File: config.mk
export PLATFORM = sky130hd
export DESIGN_NAME = bspg_ctrl
export DESIGN_NICKNAME = d
export VERILOG_FILES = /design/src/design/bspg_pkg.sv /design/src/design/bspg_ctrl.sv
export SDC_FILE = /design/constraint.sdc
export NUM_CORES = 1
export LEC_CHECK = 0
export ABC_AREA = 1
export BUFFER_PORTS_ARGS = -buffer_cell sky130_fd_sc_hd__buf_2
export CAP_MARGIN = 10
export CORE_ASPECT_RATIO = 2
export CORE_MARGIN = 4
export CORE_UTILIZATION = 26
export DETAILED_ROUTE_END_ITERATION = 16
export PLACE_DENSITY = 0.44
export SKIP_CTS_REPAIR_TIMING = 1
export SYNTH_ARGS = -nofsm -noshare
export SYNTH_HDL_FRONTEND = slang
export SYNTH_SLANG_ARGS = --single-unit
File: constraint.sdc
create_clock -name i_clk -period 1.6 [get_ports i_clk]
set_input_delay 0.24 -clock i_clk [delete_from_list [all_inputs] [get_ports i_clk]]
set_output_delay 0.24 -clock i_clk [all_outputs]
set_load 0.005 [all_outputs]
File: src/design/bspg_pkg.sv
// Shared opcodes, widths and controller/datapath command types for the Bezier point generator.
`timescale 1ns / 1ps
`default_nettype none
package bspg_pkg;

    typedef logic [1:0] t_opcode;

    localparam t_opcode OP_LINE  = 2'd0;
    localparam t_opcode OP_QUAD  = 2'd1;
    localparam t_opcode OP_CUBIC = 2'd2;
    localparam t_opcode OP_NONE  = 2'd3;

    localparam int OUT_WIDTH  = 32;
    localparam int LINE_WIDTH = 24;
    localparam int NUM_PTS    = 4;

    localparam int MM_NUM = 5;
    localparam int MM_DEN = 127;

    localparam longint OUT_MAX = 64'sd2147483647;
    localparam longint OUT_MIN = -64'sd2147483648;

    localparam logic [2:0] MAC_LAST = 3'd4;

    typedef struct packed {
        logic       load;
        logic       wt_a;
        logic       wt_b;
        logic       mac;
        logic [2:0] mac_step;
        logic       scale;
        logic       bias;
        logic       mag;
        logic       div;
        logic       emit;
        logic       last;
    } t_dp_cmd;

    typedef struct packed {
        logic out_free;
    } t_dp_status;

endpackage
`default_nettype wire

File: src/design/bspg_ctrl.sv
// Controller state machine: sequences weight, accumulate, scale, bias, magnitude, divide and emit steps per point.
`timescale 1ns / 1ps
`default_nettype none
module bspg_ctrl #(
    parameter int SEGMENTS    = 64,
    parameter int COORD_WIDTH = 32
) (
    input  wire logic                     i_clk,
    input  wire logic                     i_rst_n,
    input  wire logic                     i_in_valid,
    output logic                          o_in_ready,
    input  wire bspg_pkg::t_opcode        i_opcode,
    output bspg_pkg::t_dp_cmd             o_cmd,
    output logic [$clog2(SEGMENTS+1)-1:0] o_idx,
    input  wire bspg_pkg::t_dp_status     i_status
);

    localparam int IW  = $clog2(SEGMENTS + 1);
    localparam int CNW = $clog2(COORD_WIDTH);

    typedef enum logic [3:0] {
        ST_IDLE,
        ST_WT_A,
        ST_WT_B,
        ST_MAC,
        ST_SCALE,
        ST_BIAS,
        ST_MAG,
        ST_DIV,
        ST_EMIT
    } t_state;

    t_state           r_state, n_state;
    logic [IW-1:0]    r_idx, n_idx;
    logic [2:0]       r_step, n_step;
    logic [CNW-1:0]   r_cnt, n_cnt;
    logic             r_single, n_single;

    always_comb begin
        n_state  = r_state;
        n_idx    = r_idx;
        n_step   = r_step;
        n_cnt    = r_cnt;
        n_single = r_single;
        o_cmd          = '0;
        o_cmd.mac_step = r_step;
        o_cmd.last     = r_single || (r_idx == IW'(SEGMENTS));
        unique case (r_state)
            ST_IDLE: begin
                if (i_in_valid && (i_opcode != bspg_pkg::OP_NONE)) begin
                    o_cmd.load = 1'b1;
                    n_single   = (i_opcode == bspg_pkg::OP_LINE);
                    n_idx      = IW'(1);
                    n_state    = ST_WT_A;
                end
            end
            ST_WT_A: begin
                o_cmd.wt_a = 1'b1;
                n_state    = ST_WT_B;
            end
            ST_WT_B: begin
                o_cmd.wt_b = 1'b1;
                n_step     = 3'd0;
                n_state    = ST_MAC;
            end
            ST_MAC: begin
                o_cmd.mac = 1'b1;
                if (r_step == bspg_pkg::MAC_LAST) begin
                    n_state = ST_SCALE;
                end else begin
                    n_step = r_step + 3'd1;
                end
            end
            ST_SCALE: begin
                o_cmd.scale = 1'b1;
                n_state     = ST_BIAS;
            end
            ST_BIAS: begin
                o_cmd.bias = 1'b1;
                n_state    = ST_MAG;
            end
            ST_MAG: begin
                o_cmd.mag = 1'b1;
                n_cnt     = '0;
                n_state   = ST_DIV;
            end
            ST_DIV: begin
                o_cmd.div = 1'b1;
                if (r_cnt == CNW'(COORD_WIDTH - 1)) begin
                    n_state = ST_EMIT;
                end else begin
                    n_cnt = r_cnt + CNW'(1);
                end
            end
            ST_EMIT: begin
                if (i_status.out_free) begin
                    o_cmd.emit = 1'b1;
                    if (o_cmd.last) begin
                        n_idx   = '0;
                        n_state = ST_IDLE;
                    end else begin
                        n_idx   = r_idx + IW'(1);
                        n_state = ST_WT_A;
                    end
                end
            end
            default: begin
                n_state = ST_IDLE;
            end
        endcase
    end

    always_ff @(posedge i_clk) begin
        if (!i_rst_n) begin
            r_state  <= ST_IDLE;
            r_idx    <= '0;
            r_step   <= '0;
            r_cnt    <= '0;
            r_single <= 1'b0;
        end else begin
            r_state  <= n_state;
            r_idx    <= n_idx;
            r_step   <= n_step;
            r_cnt    <= n_cnt;
            r_single <= n_single;
        end
    end

    assign o_in_ready = (r_state == ST_IDLE);
    assign o_idx      = r_idx;

endmodule
`default_nettype wire

# Word level (Yosys, flattened, before mapping)
# Index checks and enable logic that the tools add are counted.
[totals] output_inout_bits=21 inputBits=6 ff_bits=20 wordCells=63
[classes] n_mux=25 eq_ne=18 n_reduce_logical=12 add_sub_neg=3
[ops] cell="$pmux 4 s9" n=1
[ops] cell="$mux 7" n=3
[ops] cell="$eq 4x3->1 const B" n=4
[ops] cell="$mux 4" n=4
[ops] cell="$pmux 7 s2" n=1
[ops] cell="$mux 1" n=12
[ops] cell="$ne 2x2->1 const B" n=6
[ops] cell="$pmux 5 s2" n=1
[ops] cell="$eq 4x2->1 const B" n=2
[ops] cell="$add 7x1->7 const B" n=1
[ops] cell="$eq 7x7->1 const B" n=1
[ops] cell="$pmux 3 s2" n=1
[ops] cell="$reduce_and 2->1" n=3
[ops] cell="$reduce_bool 2->1" n=3
[ops] cell="$add 5x1->5 const B" n=1
[ops] cell="$eq 5x5->1 const B" n=1
[ops] cell="$mux 5" n=1
[ops] cell="$eq 4x1->1 const B" n=1
[ops] cell="$eq 4x4->1 const B" n=1
[ops] cell="$logic_not 4->1" n=1
[ops] cell="$reduce_and 4->1" n=1
[ops] cell="$add 3x1->3 const B" n=1
[ops] cell="$eq 3x3->1 const B" n=1
[ops] cell="$mux 3" n=1
[ops] cell="5 further kinds" n=5

# Logic depth before layout (Yosys ltp)
[logic_depth] ltp_word=5 ltp_mapped=10 depth_no_buf=10

# Worst setup path after synthesis
# Ideal clock, no wire load.
[synth_path] path_type="reg-to-reg" from="register r_cnt[0]" to="register r_cnt[3]" path_buffers=0 t_required_ps=1485 stages_incl_launch_ff=11 t_arrival_ps=1215 path_slack_ps=271 setup_ps=115 cell_sequence="dfxtp_1 -> ha_1 -> inv_1 -> nor2_1 -> ha_1 -> inv_1 -> nand2_4 -> nand2_2 -> nand3_1 -> nand3_1 -> nor2_1"
[synth_between] elab_chain_len=3 word_cells_on_any_way=6
[synth_lines] item="from (decl)" line="bspg_ctrl.sv:36" source="logic [CNW-1:0] r_cnt, n_cnt;"
[synth_lines] item="from (signal assigned)" line="bspg_ctrl.sv:124" source="r_cnt <= n_cnt;"
[synth_lines] item="$add 5x1->5 or $eq 5x5->1 (tied branches)" line="bspg_ctrl.sv:92, bspg_ctrl.sv:89"
[synth_lines] item="$mux 5 or $ne 2x2->1 (tied branches)"
[synth_lines] item="$pmux 5 s2 or $reduce_and 2->1 (tied branches)"
# Parallel ways exist; a longest one is shown, timed or not. The select of a mux whose other input is x is not followed.
# A chain may end at the register's enable or synchronous reset.

==> results.yml <==
final_layout:
  antenna_cells: 0
  synthToLayoutAreaGrowth_pct: 23.5
  drive_above_1_share_pct: 30.0
  layoutNonFillerInstCount: 267
  final_nets: 226
grt:
  grt_pass1_wl_mm: 5.53
  gr-usage-all-layers_pct: 11.7
  overflow: 0
  antenna_found_initial: 0
  grt_pass1_vias: 1205
  grt_max_degree: 14
run:
  maxCapViolCount: 0
timing:
  setup_ws_ps: 94.7
  skew_ps: 3.66
  slew-limit-headroom_pct: 81.3
  period_needed_ps: 1510
  min_period_over_period_pct: 94.1
  rsz0062_at_grt: "yes"
  drv_slew: 0
  setup_viol_count_final: 0
  fin_setup_tns_ps: 0
  finalHoldViolCount: 0
  fmax_mhz: 664
  worstMarginPinSlew_ps: 278
place:
  dp_cells: 261
  hpwl_mm: 2.65
  numPortBuffers: 26
  dp_slack_ps: 102
  gp_congestion: 0.794
worst_setup_path:
  critPathMaxFanout: 5
  cp_data_required_time_ps: 1360
  path_class: "reg2out"
  startpoint_type: "flip-flop"
  endpoint_kind: "output pin"
  worstPathArrival_ps: 1270
route:
  vias: 1202
  post_drt_wl_per_cell_um: 11.9
  ant_nets: 0
  wirelength_mm: 3.19
  dr.pass1.iters: 4
  drt-vias-per-instance: 4.50
  drt-initial-drc-count: 29
  drc: 0
die:
  placementRows: 34
  die_w_um: 56.3
  dieArea_mm2: 0.00589
  start_util_pct: 27.4
  core_mm2: 0.00442
  ioPinCount: 27
  die_y_um: 105
logic_synthesis:
  synth_cell_types: 25
  ys_ff_latch: 20
  synth_cells: 181
  yosys_warnings: 0
  synth_nets: 193
  yosysSeqAreaShare_pct: 33.0
  synth_area_mm2: 0.00121
  syn_avg_cell_area_um2: 6.71
clock_tree:
  insertion_delay_ps: 270
  clock-sinks: 20
  cts_buffer_depth: 2
  htreeDepth: 1
  cts_made_buffers: 3
  cts_tree: "yes"
  root_buffer: "clkbuf_8"
  path_clk_slew_ps: 80
power:
  powerDensity_mw_per_mm2: 974
  p_leak_nw: 0.760
  irDropWorstVdd_v: 0.000536
status:
  outcome: "finished clean"
hold_path:
  hold_class: "in2reg"
## through the flow
step	utilization (%)	power, mW	hold WS (ps)	instance area (um^2)
finish	33.9	1.46	316	1500
global route	33.9	1.58	349	1500
CTS	33.1	1.48	314	1470
detailed placement	31.9	1.06	510	1410
global placement	31.9	1.07	506	1410
floorplan	-	0.910	389	1210
## synthesized netlist by cell type
cell type  number  area [um^2]
nand2_1        42          158
dfxtp_1        20          400
nand4_1         1         6.26
ha_1            6         75.1
o21ai_1         4         20.0
nand2_2         7         43.8
nand3_2         1         10.0
nand3_1        14         70.1
inv_1          24         90.1
xor2_1          1         8.76
nor3_1          4         20.0
nand3b_1        1         7.51
nor2_4          1         11.3
clkbuf_1        1         3.75
o21ai_2         1         8.76
nand2_4         2         22.5
nor2_1         19         71.3
nor2_2          4         25.0
nor2_8          1         20.0
inv_2           5         18.8
nor3_2          1         10.0
a21oi_1        14         70.1
o21ai_0         5         25.0
buf_6           1         11.3
nor4_1          1         6.26
## registers in the layout, indices dropped and copies added (netlist names)
register and cells:
o_idx 7, r_cnt 5, r_single 1, r_state 4, r_step 3
## cell usage in the layout (no fill, tap or decap), drive strengths merged
cell / synthesis / final
buf: 1 / 30
dfxtp: 20 / 20
nand3: 15 / 15
nand2: 51 / 51
xor2: 1 / 1
clkbuf: 1 / 4
nor4: 1 / 1
nand4: 1 / 1
nor2: 25 / 25
o21ai: 10 / 10
nand3b: 1 / 1
inv: 29 / 29
ha: 6 / 6
nor3: 5 / 5
a21oi: 14 / 14
## worst max-delay path, cell delays in order (launching register included)
cell     delay (ps)
dfxtp_1         450
inv_2           100
nor2_1           90
nand2_1          80
nor2_2          140
buf_2           140
## path summary, 6_finish.rpt
kind,slack (ps),depth (start not counted),end,from
max,90,5,o_cmd[1],r_state[3]
min,320,4,r_single,i_opcode[0]
max reg2reg,150,10,r_state[3],r_cnt[0]
min reg2reg,510,2,r_cnt[0],r_cnt[0]
## report_power, final
group / internal [mW] / total (mW) / switching [mW]
clock network: 0.220 / 0.402 / 0.183
registers: 0.545 / 0.600 / 0.0546
logic: 0.177 / 0.458 / 0.281
## layer usage
metal / part of all wire, % / vias up / GRT usage, %
li1: - / 636 / -
met1: 36 / 547 / 11.7
met2: 60 / 15 / 23.5
met3: 2.8 / 4 / 1.36
met4: 1.8 / 0 / 4.58
met5: 0 / - / 0
## layout make-up
class                   count  area [um^2]
fillers                   552         2930
multi-input cells         130          697
flip-flops and latches     20          410
repair buffers             30          160
inverters                  29          109
well taps                  54         67.6
clock buffers               4         55.1
## logic make-up (layout without fill, tap and decap cells)
logic type | Yosys count | count (layout) | synth area share (%)
buf+inv | 31 | 63 | 10.2
simple gates | 99 | 99 | 39.7
flops | 20 | 20 | 33.0
fa+ha+maj | 6 | 6 | 6.19
compound gates | 24 | 24 | 10.2
xor+xnor | 1 | 1 | 0.722
No activity file was read; power rests on OpenSTA's default activity.
